File: config.mk
export PLATFORM = sky130hd
export DESIGN_NAME = mscw_alu
export DESIGN_NICKNAME = d
export VERILOG_FILES = /design/src/sv/mscw_pkg.sv /design/src/sv/mscw_alu.sv
export SDC_FILE = /design/constraint.sdc
export NUM_CORES = 1
export LEC_CHECK = 0
export ABC_AREA = 1
export BUFFER_PORTS_ARGS = -buffer_cell sky130_fd_sc_hd__buf_2
export CORE_MARGIN = 10
export CORE_UTILIZATION = 40
export DETAILED_ROUTE_END_ITERATION = 6
export SLEW_MARGIN = 15
export SYNTH_ARGS = -nofsm -noshare
export SYNTH_HDL_FRONTEND = slang
export SYNTH_SLANG_ARGS = --single-unit
File: constraint.sdc
create_clock -name vclk -period 2.8
set_clock_uncertainty 0.2 [all_clocks]
set_input_delay 0.14 -clock vclk [all_inputs]
set_output_delay 0.14 -clock vclk [all_outputs]
set_load 0.05 [all_outputs]
File: src/sv/mscw_pkg.sv
// ----------------------------------------------------------------------------
// mscw_pkg
// Types, codes and constants shared by the segment cutter window block.
// ----------------------------------------------------------------------------
package mscw_pkg;

    localparam logic [2:0] FUNC_AUDIO  = 3'd0;
    localparam logic [2:0] FUNC_KEY    = 3'd1;
    localparam logic [2:0] FUNC_VIDEO  = 3'd2;
    localparam logic [2:0] FUNC_CONFIG = 3'd3;
    localparam logic [2:0] FUNC_BEGIN  = 3'd4;
    localparam logic [2:0] FUNC_END    = 3'd5;

    localparam int CFG_IDX_W  = 8;
    localparam int CFG_DATA_W = 16;

    localparam logic [CFG_IDX_W-1:0] REG_TARGET  = 8'd0;
    localparam logic [CFG_IDX_W-1:0] REG_MAX_SEG = 8'd1;

    localparam logic [15:0] TARGET_MIN  = 16'd1000;
    localparam logic [15:0] TARGET_INIT = 16'd1000;
    localparam logic [7:0]  MAX_SEG_INIT = 8'd5;
    localparam logic [15:0] DUR_MAX     = 16'hFFFF;

    localparam int KEY_ROUND = 500;
    localparam int KEY_STEP  = 3000;
    localparam int MS_PER_S  = 1000;
    localparam int KEY_STEPS = (65535 + KEY_ROUND) / KEY_STEP;

    typedef struct packed {
        logic [2:0]  func;
        logic [31:0] frame_time;
    } evt_item_t;

    typedef struct packed {
        logic        segment_closed;
        logic [15:0] closed_duration;
        logic        resend_configs;
        logic [31:0] first_sequence;
        logic [8:0]  segment_count;
        logic [23:0] window_duration;
        logic [8:0]  evicted_count;
    } res_item_t;

    typedef enum logic {
        ALU_SUB = 1'b0,
        ALU_ADD = 1'b1
    } alu_op_t;

    typedef struct packed {
        alu_op_t     op;
        logic [31:0] a;
        logic [31:0] b;
    } alu_req_t;

    typedef struct packed {
        logic [31:0] res;
        logic        carry;
    } alu_rsp_t;

    // whole seconds of (limit + 500) / 3000, returned in ms
    function automatic logic [14:0] key_floor_ms(input logic [15:0] limit);
        logic [16:0] biased;
        logic [4:0]  steps;
        biased = {1'b0, limit} + 17'(KEY_ROUND);
        steps  = '0;
        for (int j = 1; j <= KEY_STEPS; j++)
        begin
            if (biased >= 17'(KEY_STEP * j))
            begin
                steps = steps + 5'd1;
            end
        end
        return 15'(steps) * 15'(MS_PER_S);
    endfunction

endpackage

File: src/sv/mscw_alu.sv
// ----------------------------------------------------------------------------
// mscw_alu
// Shared 32-bit add/subtract unit; carry is the borrow on subtract.
// ----------------------------------------------------------------------------
module mscw_alu import mscw_pkg::*;
(
    input  alu_req_t req,
    output alu_rsp_t rsp
);

    logic [32:0] sum;

    always_comb
    begin
        unique case (req.op)
            ALU_ADD: sum = {1'b0, req.a} + {1'b0, req.b};
            ALU_SUB: sum = {1'b0, req.a} - {1'b0, req.b};
        endcase
        rsp.res   = sum[31:0];
        rsp.carry = sum[32];
    end

endmodule

==> flow_results.org, run 1 <==
** Placement
- The count of buffers added on input and output ports is 98.
- The wire-length estimate of the detail-placed layout is 10.8 mm.
- Post-place setup slack :: -0.353 ns
- At the end of routability-driven placement, the weighted congestion stood at 0.895.

** Power and ir drop
- For this design the total switching power over the nets is 1.33 mW.
- The clock network burns 0% of the power.
- Of the total power, the share spent switching nets is 62.5%.
- Sequential cells burn 0% of the power.
- The worst-case IR drop observed on VDD is 0.262 mV.
- Combinational logic burns 100.0% of the power.
- Areal power density over the cells :: 375 mW/mm^2
- The internal portion of the total power is 0.802 mW.
- Pleak :: 3.25 nW

** Finish
- CLK BUF :: 0
- Compared with the post-synthesis result, the final layout area differs by 66.4%.
- The top cell types in the final layout, fill and taps aside, are sky130_fd_sc_hd__nand2_1, sky130_fd_sc_hd__inv_1, sky130_fd_sc_hd__buf_4, sky130_fd_sc_hd__buf_2, sky130_fd_sc_hd__nor2_1.
- Sequential cell area :: 0 sq um
- Fraction of layout cells with a size suffix above 1 :: 41.1%
- The design has 0 sequential cells.
- The net count of the finished layout is 1002.
- The library cell used most frequently in the layout, excluding fill and tap cells, is sky130_fd_sc_hd__nand2_1.
- Final core utilization :: 69.0%
- The number of antenna diodes in the final layout is 0.

** Timing
- Worst Max-Slew Pin Slew :: 0.557 ns
- Slew Viols, Final :: 0
- Once routing completed, OpenROAD measured the worst setup slack at -0.0325 ns.
- The number of endpoints with negative hold slack in the final report is 0.
- The worst path uses 101% of the clock period.
- Setup violations remaining at the end of the flow were counted as 2.
- Fin Setup TNS :: -0.0412 ns
- Slew HR :: 62.5%
- The tightest hold path in the finished design has a slack of 0.519 ns.
- Minimum clock period after layout :: 2.83 ns
- For this run, the top clock speed supported by timing is 0.353 GHz.
- Setup repair after global routing missed its margin :: true

** GRT
- The number of global-route vias before repair was 4581.
- Largest net degree at the start of global routing :: 29
- Total global routing track utilization :: 18.4%
- Antenna violations before repair :: 0
- GR Overflow Total :: 0
- The first global-routing pass estimated 20.3 mm of wire.

** Synth
- For this run, the register share of the synthesized area comes to 0%.
- Count of unique library cells instantiated by Yosys :: 27
- Syn_nets :: 816
- Synthesis produced 716 cells.
- Post-Synthesis Cell Area :: 0.00342 sq mm
- After synthesis, the mean cell area works out to 4.78 sq um.
- For this run, the number of Yosys warnings is 0.

** Min path
- Start point of the worst hold path :: req[32]
- In this run the worst hold path is classified as primary input to output port.

** Setup path
- Data arrival, critical path :: 2.49 ns
- Launch point of the critical path :: req[1]
- Type of the setup path with the least slack :: primary input to output port
- STA classifies the critical path startpoint as a primary input.
- Of all nets on the critical path, the largest fanout is 4.
- STA puts the critical path data required time at 2.46 ns.
- Endpoint type of the worst setup path :: output port

** Detailed routing
- Average via count per standard cell :: 4.74
- Once detail routing completed, the nets flagged for antenna violations numbered 0.
- In this run, the number of DRC markers left after iteration 0 of detailed routing was 226.
- Detailed routing placed a total of 6.23 mm of wire on met2.
- Total length of routed wires :: 13.1 mm
- In the final routed layout, each cell accounts on average for 13.0 um.
- Via Count :: 4766
- For this run, design rule violations remaining after detail routing come to 0.
- The detailed router used layers up to and including met4.
- Length of routed met3 wiring :: 550 um
- Met1 Routed Length :: 6.05 mm
- Count of TritonRoute iterations in the first routing pass :: 5

** Floorplan
- Measured along the x axis, the die boundary spans 113 um.
- Measured along the y axis, the die boundary spans 113 um.
- In this run the count of I/O pins placed on the die edge is 98.
- Area enclosed by the die boundary :: 0.0127 sq mm
- Number of placement rows :: 33
- For this configuration, the core starts out at a cell density of 41.5%.
- The floorplan step defined a core boundary enclosing 0.00826 sq mm.

** Flow run
- Count of max-cap constraint violations :: 0

** Clock tree
- Hold-fix buffer count after cts :: 0

** Run status
- The flow ran to the end, but the final reports show violations.
- Violated checks :: negative setup slack
## path summary, 6_finish.rpt
| check | endpoint | cells after the start |
|---|---|---|
| max | rsp[27] | 20 |
| min | rsp[1] | 3 |
## critical path, cell delays in order
cell,delay [ns]
sky130_fd_sc_hd__buf_8,0.10
sky130_fd_sc_hd__inv_8,0.05
sky130_fd_sc_hd__ha_4,0.14
sky130_fd_sc_hd__nand3_4,0.09
sky130_fd_sc_hd__nor2_4,0.16
sky130_fd_sc_hd__nand3_2,0.12
sky130_fd_sc_hd__o21ai_4,0.19
sky130_fd_sc_hd__nand2_1,0.07
sky130_fd_sc_hd__nand2_1,0.08
sky130_fd_sc_hd__nand2_2,0.08
sky130_fd_sc_hd__ha_4,0.32
sky130_fd_sc_hd__nand2_4,0.09
sky130_fd_sc_hd__nor2_4,0.16
sky130_fd_sc_hd__nand2_2,0.08
sky130_fd_sc_hd__nor2_2,0.10
sky130_fd_sc_hd__nand2_1,0.08
sky130_fd_sc_hd__nand3_1,0.10
sky130_fd_sc_hd__nand2_1,0.08
sky130_fd_sc_hd__nand2_2,0.10
sky130_fd_sc_hd__buf_8,0.15
## cell type report
type,instances,area [sq um]
Multi-Input combinational cell,565,3640
Fill cell,770,2560
Timing Repair Buffer,187,1360
Inverter,148,566
Tap cell,105,131
## power by group through the flow
stage,registers [mW],clock network [mW],logic (mW)
after floorplan,0,0,1.17
after detailed placement,0,0,1.70
final,0,0,2.14
after CTS,0,0,1.90
after global placement,0,0,1.68
after global routing,0,0,2.29
## synth_stat cells (all sizes together)
library cell / n / area [sq um]
or2: 1 / 6.26
o21ai: 9 / 48.8
a21oi: 26 / 130
o21bai: 1 / 7.51
o211ai: 2 / 15.0
fa: 1 / 20.0
clkinv: 1 / 3.75
nor3: 4 / 20.0
ha: 34 / 425
nand2: 303 / 1160
nand3: 44 / 240
o31ai: 2 / 15.0
xor2: 30 / 263
buf: 1 / 5.00
clkbuf: 2 / 7.51
nand4: 5 / 31.3
a21o: 1 / 7.51
nor2: 93 / 389
xnor2: 9 / 78.8
inv: 147 / 552
## through the flow
step,total power [mW],cell area [sq um],cells
global placement,1.68,4650,991
detailed placement,1.70,4650,991
global route,2.29,5700,1005
floorplan,1.17,3470,716
CTS,1.90,5160,1000
finish,2.14,5700,1005
## per-layer routing
| layer | vias to the layer above | track usage (%) |
|---|---|---|
| met5 | - | 0 |
| li1 | 2504 | - |
| met4 | 0 | 1.61 |
| met2 | 111 | 32.5 |
| met3 | 16 | 1.92 |
| met1 | 2135 | 24.1 |
## logic make-up after synthesis
| logic type | share of synthesized area [%] |
|---|---|
| compound gates | 6.54 |
| simple gates | 53.9 |
| fa+ha+maj | 13.0 |
| buf+inv | 16.6 |
| xor+xnor | 9.98 |
## what timing repair did
action,4_1_cts,5_1_grt
pin swaps,40,65
gates cloned,0,0
resized for setup,108,142
setup endpoints to repair,26,26
buffers inserted,9,5
endpoints found under the hold margin,0,0
(Power assumes the default switching activity.)
==> inputs of run 2 (changes only) <==
BUFFER_PORTS_ARGS = -buffer_cell sky130_fd_sc_hd__buf_4   (was -buffer_cell sky130_fd_sc_hd__buf_2)
CORE_UTILIZATION = 55   (was 40)
PLACE_DENSITY = 0.84   (was not set)
==> run 2 against run 1 <==
Effect of this change:
- the flow now stops in global routing
- synthesized cell count is the same
- area after synthesis is the same
==> flow_results.org, run 2 <==
** Timing
- Worst endpoint, post-GRT repair :: rsp[26]
- After the last repair the worst path ends at an output port.

** Run status
- Stage reached :: global routing
- Error Message :: [ERROR DPL-0033] detailed placement checks failed during check placement.
- The run stopped with a tool error.

** GRT
- Antenna violations before repair :: 0
- Entering global routing, the biggest net connects 29 pins.

** Synth
- Yosys instantiated no cell more often than sky130_fd_sc_hd__nand2_1.
- Summing every instance area after synthesis gives 0.00342 sq mm.
- Synthesis instantiated 27 different standard cells from the library.
- Most used standard cells in the synthesized netlist :: sky130_fd_sc_hd__nand2_1, sky130_fd_sc_hd__inv_1, sky130_fd_sc_hd__nor2_1
- Syn_nets :: 816
- Total number of yosys warnings :: 0
- For this run, the register share of the synthesized area comes to 0%.
- Cell type with the highest aggregate area in the netlist :: sky130_fd_sc_hd__nand2_1
- Top cells by area in the synthesized netlist :: sky130_fd_sc_hd__nand2_1, sky130_fd_sc_hd__inv_1, sky130_fd_sc_hd__ha_1
- Mean instance size in the synthesized netlist :: 4.78 sq um
- Of the post-synthesis cell area, the dominant cell type holds 32.6%.
- Synthesis produced a netlist whose cell count is 716.

** Placement
- Post-place setup slack :: -0.280 ns
- At the end of routability-driven placement, the weighted congestion stood at 0.975.
- Hpwl dp :: 10.9 mm
- Buffers placed on the I/O ports in this run total 98.
- Once placement finished, the instance area stood at 0.00463 sq mm.

** Floorplan
- Pin placement for this block handled 98 I/O pins.
- In this run the vertical extent of the chip is 98.9 um.
- Starting utilization of the core area :: 57.1%
- Number of placement rows :: 28
- Measured along the x axis, the die boundary spans 98.9 um.

** Clock tree
- Buffers inserted to repair hold after CTS numbered 0.
[run 2: cell counts after synthesis]
Identical to the previous run, type by type.
[run 2: timing repair]
item | CTS
setup buffers | 6
endpoints found under the setup margin | 21
gates resized for setup | 64
pin swaps | 28
[run 2: logic make-up after synthesis]
| kind of cell | after synthesis | share of synthesized area [%] |
|---|---|---|
| adder cells (fa/ha/maj) | 35 | 13.0 |
| AND/OR/NAND/NOR | 450 | 53.9 |
| buffers and inverters | 151 | 16.6 |
| XOR/XNOR | 39 | 9.98 |
| AO/OA/AOI/OAI | 41 | 6.54 |
[run 2: through the flow]
step	cells	utilization [%]	hold WS (ns)	setup TNS [ns]
floorplan	716	-	0.453	0
global placement	930	77.3	0.450	-1.53
detailed placement	930	77.3	0.459	-3.95
CTS	936	82.4	0.459	-0.00115
==> inputs of run 3 (changes only) <==
CORE_UTILIZATION = 40   (was 55)
PLACE_DENSITY = not set   (was 0.84)
PLACE_DENSITY_LB_ADDON = 0.15   (was not set)
==> run 3 against run 2 <==
Effect of this change:
- the flow now finishes, with violations (negative setup slack)
==> flow_results.org, run 3 (same netlist as run 1, synthesis figures left out) <==
** Placement
- I/O Buffers :: 98
- Counting tap cells, the placed design contains a total of 979 instances.
- Weighted congestion at the end of routability-driven global placement :: 0.937
- Detailed placement finished with a half-perimeter wire length of 10.8 mm.

** Detailed routing
- Summed over all layers, the routed wires come to 14.2 mm.
- Starting DRC count in detailed routing :: 228
- Residual DRC :: 0
- The routed layout has 4940 vias.
- Dividing the detail-routed via count by the number of cells gives 4.94.
- Remaining antenna violation count after routing :: 0
- Count of TritonRoute iterations in the first routing pass :: 5
- After detailed routing, the average wire length per cell comes to 14.2 um.

** Power and ir drop
- Dividing total power by cell area gives a power density of 370 mW/mm^2.
- Share of total power in sequential cells :: 0%
- Logic gate share of total power :: 100.0%
- Across the VDD grid, the largest voltage drop is 0.268 mV.
- In this run switching power makes up 61.2% of total power.
- The share of total power dissipated in the clock network is 0%.
- Total net switching power :: 1.38 mW
- Pleak :: 3.34 nW
- The internal power of the cells totals 0.871 mW.

** Finish
- Sequential cell area :: 0 sq um
- Fraction of layout cells with a size suffix above 1 :: 45.4%
- The net count of the finished layout is 996.
- There are 0 flip-flops and latches.
- The finished layout holds 999 standard cells, fillers aside.
- The layout has 0 clock buffers.
- The number of antenna diodes in the final layout is 0.
- Commonest non-fill, non-tap cells in the layout :: sky130_fd_sc_hd__nand2_1, sky130_fd_sc_hd__buf_4, sky130_fd_sc_hd__inv_1, sky130_fd_sc_hd__nand2_2, sky130_fd_sc_hd__nor2_1
- The library cell used most frequently in the layout, excluding fill and tap cells, is sky130_fd_sc_hd__nand2_1.
- Area growth, synth to finish :: 77.3%

** Setup path
- Of all nets on the critical path, the largest fanout is 5.
- Endpoint type of the worst setup path :: output port
- Cell type group with the largest total delay on the critical path :: simple AND/OR/NAND/NOR gates
- Counting both buffers and inverters, the worst setup path holds a total of 4.
- Slowest Stage Delay on Critical Path :: 0.30 ns
- The critical path goes through buf_8 > inv_8 > ha_4 > nand3_4 > nor2_4 > nand2_2 > o21ai_2 > xor2_1 > ha_1 > nand2_2 > inv_2 > nand2_2 > nand2_2 > a21oi_2 > nand2_2 > nand2_2 > nand2_2 > nand2_2 > nand2_2 > buf_8.
- The setup path with the least slack is of type primary input to output port.
- The worst setup path is launched from a primary input.
- Critical path required time :: 2.46 ns
- Among all stages on the critical path, the largest delay is contributed by sky130_fd_sc_hd__ha_1.
- Most frequent CP cell :: sky130_fd_sc_hd__nand2_2
- Data arrival, critical path :: 2.56 ns

** Timing
- Fin Setup TNS :: -0.675 ns
- Slew HR :: 79.3%
- In the finished design, the share of the clock period the worst path needs comes to 104%.
- Max Freq :: 0.345 GHz
- At the pin with the least slew margin, the transition time is 0.309 ns.
- Count of final hold-check violations :: 0
- Slew Viols, Final :: 0
- Setup violations remaining at the end of the flow were counted as 11.
- Setup slack on the critical path of the routed design comes to -0.101 ns.
- After layout, the minimum clock period comes to 2.90 ns.
- Setup repair after global routing could not meet its margin everywhere.

** Min path
- Worst hold path depth :: 3
- Worst hold-check path type :: primary input to output port
- The worst hold path begins at req[32].
- Hold worst-path end :: rsp[1]

** GRT
- Total global routing track utilization :: 18.7%
- The first global-routing pass estimated 20.7 mm of wire.
- Via count of the first global-routing pass :: 4660
- The initial antenna violation count is 0.
- Largest net degree at the start of global routing :: 29
- GR Overflow Total :: 0

** Run status
- Run status :: finished with violations
- The final reports fail on negative setup slack.

** Flow run
- Count of max-cap constraint violations :: 0

** Floorplan
- Area of the core region :: 0.00826 sq mm
- Die Span Y :: 113 um
- Number of placement rows :: 33
- In this run the horizontal extent of the chip is 113 um.
- The initial utilization of the core area, before any placement, comes to 41.5%.
- Area enclosed by the die boundary :: 0.0127 sq mm
- Boundary Pins :: 98

** Clock tree
- Hold-fix buffer count after cts :: 0
run 3: final cells by class:
type	count	area [sq um]
tap	105	131
multi-input combinational	565	3860
timing repair buffer	181	1510
fill	668	2190
inverter	148	566
run 3: metrics by stage:
step           worst slack [ns]  hold WS (ns)  utilization (%)  power, mW  instance area [sq um]
2_1_floorplan            0.0301         0.453                -       1.17                   3470
3_3_place_gp             -0.212         0.449             58.2       1.78                   4810
3_5_place_dp             -0.269         0.460             58.2       1.79                   4810
4_1_cts                -0.00153         0.460             64.2       1.95                   5300
5_1_grt                  -0.263         0.474             73.5       2.40                   6070
6_report                 -0.101         0.459             73.5       2.25                   6070
run 3: metal layers:
layer / share of wire [%] / GRT usage (%)
met5: 0 / 0
met1: 43 / 24.3
met3: 5.5 / 1.60
met4: 2.3 / 2.03
met2: 50 / 33.6
run 3: worst max-delay path by stage:
stage / end / from / slack (ns) / cells after the start
finish: rsp[0] / req[0] / -0.10 / 20
global route: rsp[31] / req[0] / -0.26 / 19
CTS: rsp[32] / req[0] / -0.002 / 21
detailed placement: rsp[27] / req[0] / -0.27 / 20
global placement: rsp[27] / req[0] / -0.21 / 20
floorplan: rsp[10] / req[1] / 0.03 / 12
run 3: power groups by stage:
stage,clock network (mW),logic [mW],registers (mW)
floorplan,0,1.17,0
global placement,0,1.78,0
detailed placement,0,1.79,0
CTS,0,1.95,0
global route,0,2.40,0
finish,0,2.25,0
run 3: what timing repair did:
| action | 4_1_cts | 5_1_grt |
|---|---|---|
| resized for setup | 98 | 180 |
| pin swaps | 44 | 88 |
| buffers inserted | 10 | 10 |
| setup endpoints to repair | 25 | 26 |
| gates cloned | 0 | 0 |
==> inputs of run 4 (changes only) <==
clock period = 2.55 ns   (was 2.8 ns; I/O delays follow)
==> run 4 against run 3 <==
Effect of this change:
- the run still ends with negative setup slack left
- cell count up 4.6%
- wire length up 24%
- setup slack worse by 0.39 ns
- utilization up 11 points
- clock-buffer cell count unchanged
- power up 30%
- largest power group unchanged
- sequential share of layout area unchanged
- critical path depth down 2
- die area unchanged
- via count up 12%
- non-clock buffer count up 46
- largest cell class unchanged
- combinational power up 30%
==> flow_results.org, run 4 (same netlist as run 1, synthesis figures left out) <==
** GRT
- After global routing, the most crowded layer is met2.
- Total global routing track utilization :: 20.8%
- The initial antenna violation count was 0.
- The first global-routing pass estimated 23.1 mm of wire.
- Largest net degree at the start of global routing :: 24
- The number of global-route vias before repair was 5157.
- For this run, global-route usage on met1 was measured as 26.6%.
- GR Layer Usage met2 :: 37.7%
- Met3 Track Usage GR :: 1.81%
- GR Overflow Total :: 0

** Finish
- Number of flip-flops and latches :: 0
- 0 antenna diodes ended up in the layout.
- Fraction of layout cells with a size suffix above 1 :: 54.5%
- Sequential cell area :: 0 sq um
- Commonest non-fill, non-tap cells in the layout :: sky130_fd_sc_hd__nand2_1, sky130_fd_sc_hd__buf_4, sky130_fd_sc_hd__inv_1, sky130_fd_sc_hd__nand2_2, sky130_fd_sc_hd__nor2_1
- Final core utilization :: 84.0%
- The clock buffers instantiated in the layout total 0.
- After filler insertion, the fill cell instance count of the layout stands at 485.
- The final layout contains 1042 nets.
- From synthesis to final layout, the design area changed by 103%.

** Setup path
- The worst setup path is launched from a primary input.
- STA classifies the critical path endpoint as an output port.
- CP bufs+invs :: 6
- Slowest Stage Delay on Critical Path :: 0.25 ns
- Type of the setup path with the least slack :: primary input to output port
- For the worst setup path, the data required time is 2.22 ns.
- Largest fanout of any net on the critical path :: 4
- Cell type group with the largest total delay on the critical path :: simple AND/OR/NAND/NOR gates
- Data arrives at the worst endpoint at 2.71 ns.
- Critical Path, Cell by Cell :: buf_8 > inv_6 > ha_4 > nand3_4 > nor2_4 > buf_6 > nand3_4 > o21ai_4 > xor2_2 > ha_4 > nand2_4 > inv_1 > a21oi_2 > inv_1 > a21oi_2 > nand4_1 > nand2_4 > buf_8
- The slowest stage of the critical path belongs to the cell sky130_fd_sc_hd__ha_4.

** Flow run
- The tool flagged a number of max-cap violations equal to 0.

** Timing
- The final critical path takes up 119% of the cycle.
- Static timing analysis puts the maximum clock frequency at 0.329 GHz.
- Setup repair after global routing missed its margin :: true
- The number of endpoints with negative hold slack in the final report is 0.
- Number of setup violations in the final report :: 24
- Headroom to the max-slew limit came out at 73.6%.
- The final-report max-slew violation count is 0.
- Fin Setup TNS :: -6.78 ns
- Minimum clock period after layout :: 3.04 ns
- At the pin with the least slew margin, the transition time is 0.393 ns.
- Final worst-path setup slack :: -0.489 ns

** Detailed routing
- The routed layout has 5550 vias.
- Average wire per standard cell :: 16.8 um
- Average via count per standard cell :: 5.31
- Residual DRC :: 0
- Remaining antenna violation count after routing :: 0
- For this block, the initial DRC count from the detailed router was 536.
- Total length of routed wires :: 17.5 mm
- Count of TritonRoute iterations in the first routing pass :: 6

** Floorplan
- The initial utilization of the core area, before any placement, comes to 41.5%.
- Area enclosed by the die boundary :: 0.0127 sq mm
- Number of placement rows :: 33
- Die Span Y :: 113 um
- In this run the count of I/O pins placed on the die edge is 98.
- Overall die width :: 113 um
- Area of the core region :: 0.00826 sq mm

** Placement
- I/O Buffers :: 98
- Hpwl dp :: 11.1 mm
- The congestion estimate from routability-driven global placement came to 0.941.

** Run status
- Violated checks :: negative setup slack
- Run status :: finished with violations

** Power and ir drop
- Share of total power in sequential cells :: 0%
- For this design the ratio of total power to cell area is 421 mW/mm^2.
- Relative contribution of the clock network to total power :: 0%
- The worst-case IR drop observed on VDD is 0.247 mV.
- Cell-internal power :: 1.20 mW
- Sw Ratio :: 59.0%
- In this run, the combinational gates consume 100.0% of the power.
- For this design the total switching power over the nets is 1.73 mW.
- For this design the static power due to leakage is 3.69 nW.

** Min path
- The worst hold path belongs to the class primary input to output port.
- The worst hold path was traced through 3 stages.
- Hold worst-path end :: rsp[1]
- Start point of the worst hold path :: req[32]
[run 4: changes by cell type in the layout (fill, tap and decap cells not counted), sizes merged]
cell,previous run,this run
buf,181,227
[run 4: worst max path at each step]
stage / startpoint / endpoint / slack (ns) / cells past startpoint
finish: req[0] / rsp[27] / -0.49 / 18
global route: req[12] / rsp[29] / -0.56 / 19
CTS: req[1] / rsp[32] / -0.27 / 21
detailed placement: req[1] / rsp[17] / -0.51 / 18
global placement: req[1] / rsp[17] / -0.46 / 18
floorplan: req[1] / rsp[9] / -0.12 / 12
[run 4: routing by layer]
layer | part of all wire (%) | vias to the layer above
li1 | - | 2590
met1 | 39 | 2558
met2 | 50 | 329
met3 | 7.7 | 73
met4 | 3.6 | 0
met5 | 0 | -
[run 4: repair_timing]
action                                 4_1_cts  5_1_grt
pin swaps                                   97      108
hold buffers                                 0        0
buffers inserted                            18        8
endpoints found under the hold margin        0        0
gates resized for setup                    207      172
setup endpoints to repair                   27       28
[run 4: cell type report]
type,instances,area [sq um],share of cell area (%)
inverter,148,573,8.26
multi-input combinational,565,4270,61.6
tap,105,131,1.89
timing repair buffer,227,1960,28.2
[run 4: power groups by stage]
stage / combinational [mW] / clock [mW] / sequential (mW)
3_3_place_gp: 2.11 / 0 / 0
5_1_grt: 3.07 / 0 / 0
3_5_place_dp: 2.13 / 0 / 0
6_report: 2.92 / 0 / 0
2_1_floorplan: 1.35 / 0 / 0
4_1_cts: 2.54 / 0 / 0
[run 4: through the flow]
step	hold WS (ns)	total power [mW]	cell area (sq um)	setup slack, ns	std cells
finish	0.441	2.92	6940	-0.489	1045
global route	0.468	3.07	6940	-0.560	1045
CTS	0.444	2.54	6160	-0.266	1039
detailed placement	0.440	2.13	5270	-0.506	1024
global placement	0.426	2.11	5270	-0.461	1024
floorplan	0.317	1.35	3580	-0.120	716
